## config.mk

```make
export PLATFORM = sky130hd
export DESIGN_NAME = fixed_partition_fit_allocator_top
export DESIGN_NICKNAME = d
export VERILOG_FILES = /design/src/rtl/core/fpfa_pkg.sv /design/src/rtl/core/fixed_partition_fit_allocator_top.sv /design/src/rtl/core/fpfa_cell.sv
export SDC_FILE = /design/constraint.sdc
export NUM_CORES = 1
export LEC_CHECK = 0
export ABC_AREA = 1
export BUFFER_PORTS_ARGS = -buffer_cell sky130_fd_sc_hd__buf_2
export CORE_UTILIZATION = 45
export DETAILED_ROUTE_END_ITERATION = 10
export GPL_TIMING_DRIVEN = 0
export HOLD_SLACK_MARGIN = 0.12
export PLACE_DENSITY = 0.68
export SKIP_CTS_REPAIR_TIMING = 1
export SLEW_MARGIN = 0
export SYNTH_ARGS = -nofsm -noshare
export SYNTH_HDL_FRONTEND = slang
export SYNTH_SLANG_ARGS = --single-unit
```

## constraint.sdc

```tcl
create_clock -name i_clk -period 2.6 [get_ports i_clk]
set_clock_uncertainty 0.05 [all_clocks]
set_input_delay 0.26 -clock i_clk [delete_from_list [all_inputs] [get_ports i_clk]]
set_output_delay 0.26 -clock i_clk [all_outputs]
set_load 0.1 [all_outputs]
```

## src/rtl/core/fpfa_pkg.sv

```systemverilog
// Package for the fixed-partition fit allocator.
// Holds request and policy codes and the structs passed between the top level
// and the partition cells. Depends on nothing.
`timescale 1ns / 1ps

package fpfa_pkg;

    localparam int AmountW = 16;
    localparam int PolicyW = 2;
    localparam int SlotW   = 3;
    localparam int SeqW    = 8;
    // Wide enough to index up to 64 partitions.
    localparam int SlotIdxW = 6;

    localparam logic ReqDefine = 1'b0;
    localparam logic ReqAlloc  = 1'b1;

    localparam logic [PolicyW-1:0] PolicyFirst = 2'd0;
    localparam logic [PolicyW-1:0] PolicyBest  = 2'd1;
    localparam logic [PolicyW-1:0] PolicyWorst = 2'd2;

    // Search record that travels one cell per cycle down the chain.
    typedef struct packed {
        logic                active;
        logic [AmountW-1:0]  want;
        logic [PolicyW-1:0]  policy;
        logic                found;
        logic [SlotIdxW-1:0] pick_idx;
        logic [AmountW-1:0]  pick_size;
        logic [SlotIdxW-1:0] cur_idx;
    } t_probe;

    // Per-cell update command from the top level.
    typedef struct packed {
        logic               define;
        logic               take;
        logic [AmountW-1:0] size;
    } t_cell_cmd;

endpackage

```

## src/rtl/core/fixed_partition_fit_allocator_top.sv

```systemverilog
// Top level of the fixed-partition fit allocator: command handshake, policy
// register, sequencer and the chain of fpfa_cell partitions. Uses fpfa_pkg.
`timescale 1ns / 1ps

// A define item writes the partition at the accept edge, its result (all zero)
// is strobed in the next cycle, and a new item may be started in that same
// cycle. An allocate item sends a search record down the chain of SLOT_COUNT
// partition cells, one cell per cycle, then the pick is committed; busy is
// high while the record is in the chain, and no new item is taken while busy
// is high. Each result is on the result ports for one cycle only, marked by
// o_result_strobe, and must be captured then; the block never holds a result
// back. The policy register may be written at any time the block is idle;
// o_cfg_ready is always high.
module fixed_partition_fit_allocator_top #(
    parameter int SLOT_COUNT = 8
) (
    input  logic                         i_clk,
    input  logic                         i_rst_n,
    input  logic                         start,
    output logic                         busy,
    input  logic                         i_req_type,
    input  logic [fpfa_pkg::SlotW-1:0]   i_slot_index,
    input  logic [fpfa_pkg::AmountW-1:0] i_amount,
    output logic                         o_result_strobe,
    output logic                         o_granted,
    output logic [fpfa_pkg::SlotW-1:0]   o_chosen_slot,
    output logic [fpfa_pkg::SeqW-1:0]    o_request_number,
    input  logic                         i_cfg_valid,
    output logic                         o_cfg_ready,
    input  logic [fpfa_pkg::PolicyW-1:0] i_cfg_data
);

    typedef enum logic [1:0] {
        StIdle = 2'b01,
        StScan = 2'b10
    } t_state;

    t_state                        r_state;
    t_state                        n_state;
    logic [fpfa_pkg::PolicyW-1:0]  r_policy;
    logic [fpfa_pkg::SeqW-1:0]     r_req_count;
    logic [fpfa_pkg::SeqW-1:0]     n_req_count;
    logic                          r_strobe;
    logic                          n_strobe;
    logic                          r_granted;
    logic                          n_granted;
    logic [fpfa_pkg::SlotW-1:0]    r_chosen;
    logic [fpfa_pkg::SlotW-1:0]    n_chosen;
    logic [fpfa_pkg::SeqW-1:0]     r_seq;
    logic [fpfa_pkg::SeqW-1:0]     n_seq;
    logic                          w_accept;
    logic                          w_commit;
    fpfa_pkg::t_probe              w_head;
    fpfa_pkg::t_probe              w_probe [SLOT_COUNT+1];
    fpfa_pkg::t_cell_cmd           w_cmd   [SLOT_COUNT];
    fpfa_pkg::t_probe              w_last;

    assign o_cfg_ready = 1'b1;
    assign busy        = (r_state == StScan);
    assign w_accept    = start && !busy;
    assign w_last      = w_probe[SLOT_COUNT];
    assign w_commit    = (r_state == StScan) && w_last.active;

    always_ff @(posedge i_clk) begin
        if (!i_rst_n) begin
            r_policy <= fpfa_pkg::PolicyFirst;
        end else if (i_cfg_valid && o_cfg_ready) begin
            r_policy <= i_cfg_data;
        end
    end

    // The search record enters the first cell in the cycle the item is taken.
    always_comb begin
        w_head           = '0;
        w_head.active    = w_accept && (i_req_type == fpfa_pkg::ReqAlloc);
        w_head.want      = i_amount;
        w_head.policy    = r_policy;
    end

    assign w_probe[0] = w_head;

    for (genvar j = 0; j < SLOT_COUNT; j++) begin : g_cell
        always_comb begin
            w_cmd[j].define = w_accept && (i_req_type == fpfa_pkg::ReqDefine)
                              && (32'(i_slot_index) == j);
            w_cmd[j].take   = w_commit && w_last.found
                              && (w_last.pick_idx == fpfa_pkg::SlotIdxW'(j));
            w_cmd[j].size   = i_amount;
        end

        fpfa_cell u_cell (
            .i_clk   (i_clk),
            .i_rst_n (i_rst_n),
            .i_cmd   (w_cmd[j]),
            .i_probe (w_probe[j]),
            .o_probe (w_probe[j+1])
        );
    end

    always_comb begin
        n_state     = r_state;
        n_req_count = r_req_count;
        n_strobe    = 1'b0;
        n_granted   = 1'b0;
        n_chosen    = '0;
        n_seq       = '0;
        unique case (r_state)
            StIdle: begin
                if (w_accept) begin
                    if (i_req_type == fpfa_pkg::ReqAlloc) begin
                        n_state = StScan;
                    end else begin
                        n_strobe = 1'b1;
                    end
                end
            end
            StScan: begin
                if (w_commit) begin
                    n_state     = StIdle;
                    n_strobe    = 1'b1;
                    n_granted   = w_last.found;
                    n_chosen    = w_last.found ? w_last.pick_idx[fpfa_pkg::SlotW-1:0] : '0;
                    n_seq       = r_req_count;
                    n_req_count = r_req_count + fpfa_pkg::SeqW'(1);
                end
            end
            default: begin
                n_state = StIdle;
            end
        endcase
    end

    always_ff @(posedge i_clk) begin
        if (!i_rst_n) begin
            r_state     <= StIdle;
            r_req_count <= '0;
            r_strobe    <= 1'b0;
        end else begin
            r_state     <= n_state;
            r_req_count <= n_req_count;
            r_strobe    <= n_strobe;
        end
    end

    always_ff @(posedge i_clk) begin
        r_granted <= n_granted;
        r_chosen  <= n_chosen;
        r_seq     <= n_seq;
    end

    assign o_result_strobe  = r_strobe;
    assign o_granted        = r_granted;
    assign o_chosen_slot    = r_chosen;
    assign o_request_number = r_seq;

endmodule

```

## src/rtl/core/fpfa_cell.sv

```systemverilog
// One partition cell: holds a partition's size, defined bit and taken bit,
// and refines the search record passing through it. Depends on fpfa_pkg.
`timescale 1ns / 1ps

module fpfa_cell (
    input  logic               i_clk,
    input  logic               i_rst_n,
    input  fpfa_pkg::t_cell_cmd i_cmd,
    input  fpfa_pkg::t_probe    i_probe,
    output fpfa_pkg::t_probe    o_probe
);

    logic [fpfa_pkg::AmountW-1:0] r_size;
    logic                         r_defined;
    logic                         r_taken;
    fpfa_pkg::t_probe             r_probe;
    fpfa_pkg::t_probe             n_probe;
    logic                         w_fits;
    logic                         w_pick;

    always_ff @(posedge i_clk) begin
        if (!i_rst_n) begin
            r_defined <= 1'b0;
            r_taken   <= 1'b0;
        end else if (i_cmd.define) begin
            r_defined <= 1'b1;
            r_taken   <= 1'b0;
        end else if (i_cmd.take) begin
            r_taken <= 1'b1;
        end
    end

    always_ff @(posedge i_clk) begin
        if (i_cmd.define) begin
            r_size <= i_cmd.size;
        end
    end

    assign w_fits = r_defined && !r_taken && (r_size >= i_probe.want);

    always_comb begin
        w_pick = 1'b0;
        priority if (!w_fits) begin
            w_pick = 1'b0;
        end else if (!i_probe.found) begin
            w_pick = 1'b1;
        end else if (i_probe.policy == fpfa_pkg::PolicyBest) begin
            w_pick = r_size < i_probe.pick_size;
        end else if (i_probe.policy == fpfa_pkg::PolicyWorst) begin
            w_pick = r_size > i_probe.pick_size;
        end else begin
            w_pick = 1'b0;
        end
    end

    always_comb begin
        n_probe         = i_probe;
        n_probe.cur_idx = i_probe.cur_idx + fpfa_pkg::SlotIdxW'(1);
        if (w_pick) begin
            n_probe.found     = 1'b1;
            n_probe.pick_idx  = i_probe.cur_idx;
            n_probe.pick_size = r_size;
        end
    end

    // Only the active bit needs a reset; the rest of the record is ignored
    // while it is low.
    always_ff @(posedge i_clk) begin
        r_probe.want      <= n_probe.want;
        r_probe.policy    <= n_probe.policy;
        r_probe.found     <= n_probe.found;
        r_probe.pick_idx  <= n_probe.pick_idx;
        r_probe.pick_size <= n_probe.pick_size;
        r_probe.cur_idx   <= n_probe.cur_idx;
        if (!i_rst_n) begin
            r_probe.active <= 1'b0;
        end else begin
            r_probe.active <= n_probe.active;
        end
    end

    assign o_probe = r_probe;

endmodule

```

## Word-level counts from Yosys, hierarchy flattened

Cells that the tools add are included.

| word-level totals | value |
|---|---|
| output and inout port bits | 15 |
| register bits | 471 |
| word-level logic and storage cells | 237 |

| cells by class | value |
|---|---|
| bitwise logic cells | 2 |
| order comparisons | 22 |
| equality and inequality tests | 33 |
| add/sub/neg operators | 1 |
| multiplexer cells | 44 |
| reduce and logical (&&, ||, !) cells | 59 |

Operators with widths:

| cell | number |
|---|---|
| >= comparator 16 bit | 8 |
| > comparator 16 bit | 7 |
| less-than comparator 16 bit | 7 |
| two-way mux 16 bit | 6 |
| logical AND 1 bit | 37 |
| two-way mux 1 bit | 32 |
| == test 6 x 3 -> 1 bit (second input constant) | 4 |
| two-way mux 23 bit | 1 |
| == test 2 x 1 -> 1 bit (second input constant) | 8 |
| == test 2 bit (second input constant) | 8 |
| OR reduction 2 bit | 8 |
| == test 3 bit (second input constant) | 4 |
| == test 6 x 2 -> 1 bit (second input constant) | 2 |
| logical NOT 1 bit | 9 |
| adder 8 x 1 -> 8 bit (second input constant) | 1 |
| == test 3 x 2 -> 1 bit (second input constant) | 2 |
| == test 6 x 1 -> 1 bit (second input constant) | 1 |
| logical NOT 6 bit | 1 |
| two-way mux 2 bit | 3 |
| AND reduction 3 bit | 2 |
| != test 2 bit (second input constant) | 2 |
| case mux 2 bit (2 select lines) | 1 |
| == test 3 x 1 -> 1 bit (second input constant) | 1 |
| logical NOT 3 bit | 1 |
| 4 further kinds | 5 |

## Longest topological paths before layout

| depth | value |
|---|---|
| depth after elaboration | 6 |
| gate-level depth with buffers | 17 |
| depth with buffers taken out | 16 |

## Cells and area by module

A second synthesis with hierarchy kept.

| unflattened totals | value |
|---|---|
| cell total of the unflattened synthesis | 2623 |
| area, all modules | 24004.3 um^2 |

Modules (own cells, without submodules):

| module | instances | seq. area each (um^2) | cells an instance | area an instance (um^2) |
|---|---|---|---|---|
| fpfa_cell | 8 | 1481.4 | 309 | 2865.2 |
| fixed_partition_fit_allocator_top | 1 | 500.5 | 151 | 1082.3 |

## Worst setup path after synthesis

Ideal clock, no wire load.

| path | value |
|---|---|
| kind | register to register |
| start | register r_state[0] |
| end | register g_cell[4].u_cell.r_size[0] (netlist bit), enable pin |
| setup time | 391 ps |
| path buffers | 0 |
| slack | -37 ps |
| period minus slack after synthesis | 2637 ps |
| stages on the path, launching flop included | 8 |
| arrival time | 2195 ps |
| cell sequence | dfxtp_1 inv_1 ha_1 inv_1 nand2_1 nor2_1 nand2_1 nor2_1 |

RTL lines:

| what | RTL line | source |
|---|---|---|
| from (decl) | fixed_partition_fit_allocator_top.sv:38 | `t_state r_state;` |
| from (signal assigned) | fixed_partition_fit_allocator_top.sv:135 | `r_state <= StIdle;` |
| from (signal assigned) | fixed_partition_fit_allocator_top.sv:139 | `r_state <= n_state;` |
| to (signal assigned) | fpfa_cell.sv:35 | `r_size <= i_cmd.size;` |
| to (decl) | fpfa_cell.sv:13 | `logic [fpfa_pkg::AmountW-1:0] r_size;` |

## Worst setup path after layout

| path | value |
|---|---|
| start | register g_cell[6].u_cell.r_size[9] (netlist bit) |
| end | register g_cell[6].u_cell.r_probe, in the netlist g_cell[6].u_cell.o_probe[23] |

| on the way | value |
|---|---|
| longest elaborated chain between the ends | 5 |
| elaborated cells between the ends (all ways) | 8 |
| classes of those cells | 3 x order compare; 4 x mux; 1 x reduce/logical |

RTL lines:

| what | RTL line | source |
|---|---|---|
| from (decl) | fpfa_cell.sv:13 |  |
| from (signal assigned) | fpfa_cell.sv:35 |  |
| > comparator 16 bit | fpfa_cell.sv:50 | `w_pick = r_size > i_probe.pick_size;` |
| two-way mux 1 bit | fpfa_cell.sv:49 | `end else if (i_probe.policy == fpfa_pkg::PolicyWorst) begin` |
| two-way mux 1 bit | fpfa_cell.sv:47 | `end else if (i_probe.policy == fpfa_pkg::PolicyBest) begin` |
| two-way mux 1 bit | fpfa_cell.sv:45 | `end else if (!i_probe.found) begin` |
| two-way mux 1 bit * | fpfa_cell.sv:43 | `priority if (!w_fits) begin` |
| to (decl) | fpfa_cell.sv:16 | `fpfa_pkg::t_probe r_probe;` |

Mark *: on every way between the ends. The rest lies on a longest branch, timed or not.
A chain may end at the register's enable or synchronous reset.

==> results_dict.tcl <==
set metrics [dict create \
    crit_end "g_cell[6].u_cell.o_probe[23]$_SDFF_PP1_" \
    cts_inserted_buffers 46 \
    reg2reg_from "g_cell[6].u_cell.r_size[9]$_DFFE_PP_" \
    synth_edf_count 128 \
    finalNonFillerCells 2781 \
    synth_fp_nets 2356 \
    startpoint "g_cell[6].u_cell.r_size[9]$_DFFE_PP_" \
    synthCells 2087 \
    critical_path_arrival_ns 2.72 \
    first_global_vias 13200 \
    timing.final.ws_setup_ns 0.244 \
    vias 13200 \
    synthFlopType "dfxtp_1" \
    design_area_mm2 0.0220 \
    synth-seq-cells 440 \
    reg2reg_depth 10 \
    fillers 3696 \
    io-pin-count 41 \
    ctsRootBufferMaster "clkbuf_16" \
    swShare 0.222 \
    coreArea_mm2 0.0421 \
    ys_seq_area_frac 0.522 \
    leakage_nw 10.2 \
    clkTransAtPathRegs_ns 0.06 \
    path_class "flop to flop" \
    post-place-cells 2670 \
    regArea_mm2 0.0101 \
    p_per_area_mw_per_mm2 662 \
    rsz0062_at_grt "false" \
    ant_nets 0 \
    hold_class "input port to flop" \
    maxCapViolCount 0 \
    p_clk_frac 0.431 \
    hold_violations 0 \
    cts_max_level 2 \
    syn_area_per_cell_um2 9.26 \
    rows 75 \
    comb_power_share 0.061 \
    whs_ns 0.172 \
    synth_cell_types 40 \
    cp.required_ns 2.96 \
    antenna_cells 0 \
    fin_nets 2474 \
    synth_top_area_cell "dfxtp_1" \
    clk_latency_ns 0.55 \
    synth_most_common_cell "nand2_1" \
    firstDrtPassIters 5 \
    synthTopCellsByCount "446 x nand2_1, 370 x inv_1, 312 x dfxtp_1, 243 x ha_1, 154 x nor2_1" \
    fmax_mhz 424 \
    dp_slack_ns 0.235 \
    timing.final.crit_share 0.906 \
    grtUsageTotal 0.180 \
    place_area_mm2 0.0203 \
    totalWireLength_um 39000 \
    antenna_found_initial 0 \
    power_switching_mw 3.24 \
    drtIter0Drc 563 \
    maxSlewViolCount 0 \
    initial_core_util 0.459 \
    yosys.area.top_type_share 0.323 \
    cts.sinks 440 \
    route.detailed.drc 0 \
    endpoint_kind "flop" \
    period_minus_slack_ns 2.36 \
    synth.yosys.warnings 0 \
    grt-ovfl-total 0 \
    worst_pin_slew_ns 0.980 \
    port_buffers 39 \
    die_y_um 209 \
    hpwlAfterDp_um 30700 \
    internal-power_mw 11.4 \
    slew_headroom 0.346 \
    die_x_um 209 \
    gp_congestion 0.875 \
    multi_input_area_mm2 0.00762 \
    worstReg2RegEnd "g_cell[6].u_cell.o_probe[23]$_SDFF_PP1_" \
    die_area_mm2 0.0438 \
    area_growth_pct 14.0 \
    vdd_ir_drop_max_mv 0.572 \
    wl_per_cell_um 14.0 \
    setup_viol 0 \
    drive_gt1_frac 0.0946 \
    outcome "complete, no violations" \
    grt_pass1_wl_um 63300 \
    cts_tree "built" \
    path_max_fanout 10 \
    grt_max_degree 19 \
    clock_path_buffers 3 \
    pwr-share-seq 0.507 \
    async_reset_ff_frac 0 \
    rrSetupSlack_ns 0.24 \
    synth_area_mm2 0.0193 \
    cp-start-kind "flop" \
    synth_area_leaders "dfxtp_1 32%, edfxtp_1 20%, ha_1 16%" \
    avgViaCountPerCell 4.74 \
]
==> placed cells by master, fill, tap and decap left out, drive strengths merged, types with 36 or more instances in the layout <==
cell,netlist,layout
nand2,485,485
inv,371,373
dfxtp,312,312
ha,243,243
nor2,157,157
nand3,137,137
edfxtp,128,128
a21oi,116,116
clkbuf,5,75
buf,19,63
o21ai,36,36
==> worst max-delay path, stage by stage, from the launching register on <==
cell and delay [ns]:
edfxtp_1 0.43, ha_1 0.32, a21oi_1 0.18, o21ai_1 0.12
a21oi_1 0.27, nand3_1 0.13, nand2_1 0.09, clkinv_2 0.17
nand2_4 0.19, buf_12 0.16, nand2_1 0.09
==> layout make-up <==
type	instances	share of cell area
repair buffers	70	0.0241
plain buffers	24	0.00948
flip-flops and latches	440	0.458
clock inverters	15	0.00647
well taps	539	0.0306
multi-input cells	1244	0.346
inverters	379	0.0651
clock buffers	70	0.0605
==> per-stage QoR <==
stage	util	TNS, ns	total power, mW
floorplan	-	-4.27	8.11
global placement	0.479	-9.72	8.36
detailed placement	0.482	0	8.41
CTS	0.517	0	14.7
global route	0.523	0	15.2
finish	0.523	0	14.6
==> layer usage <==
layer | track usage | vias up | wire length, um | share of wire
li1 | - | 6920 | - | -
met1 | 0.216 | 5981 | 17500 | 0.45
met3 | 0.0245 | 67 | 1270 | 0.033
met5 | 0 | - | 0 | 0
met2 | 0.330 | 202 | 19200 | 0.49
met4 | 0.0598 | 0 | 991 | 0.025
==> power by group through the flow <==
stage                     logic, mW  clock network, mW  registers, mW
after floorplan               0.589                  0           7.52
after global placement        0.805                  0           7.55
after detailed placement      0.858                  0           7.55
after CTS                     0.866               6.42           7.41
after global routing           1.03               6.73           7.43
final                         0.893               6.30           7.41
==> how the worst min path moves through the flow <==
stage,endpoint,start,cells after the start
detailed placement,g_cell[0].u_cell.o_probe[29]$_DFF_P_,r_policy[0]$_SDFFE_PN0P_,0
CTS,r_policy[0]$_SDFFE_PN0P_,i_cfg_data[0],3
global route,g_cell[1].u_cell.r_taken$_SDFFE_PP0P_,i_slot_index[1],5
floorplan,g_cell[0].u_cell.o_probe[31]$_DFF_P_,i_amount[0],0
global placement,g_cell[0].u_cell.o_probe[30]$_DFF_P_,r_policy[1]$_SDFFE_PN0P_,0
finish,g_cell[1].u_cell.r_taken$_SDFFE_PP0P_,i_slot_index[1],5
==> flip-flops by register name, indices dropped and copies added (netlist names), 3 cells and up <==
signal	cells
g_cell.u_cell.r_taken	8
r_req_count	8
o_chosen_slot	3
g_cell.u_cell.r_defined	8
g_cell.u_cell.r_size	128
o_request_number	8
g_cell.u_cell.o_probe	271
==> cells by family after synthesis <==
logic type | synth area share
adders and majority gates | 0.157
AOI/OAI and AO/OA | 0.0482
and+or+nand+nor | 0.187
other | 0.000194
buffers and inverters | 0.0850
DFF | 0.522
Power figures use the tool's default switching activity.
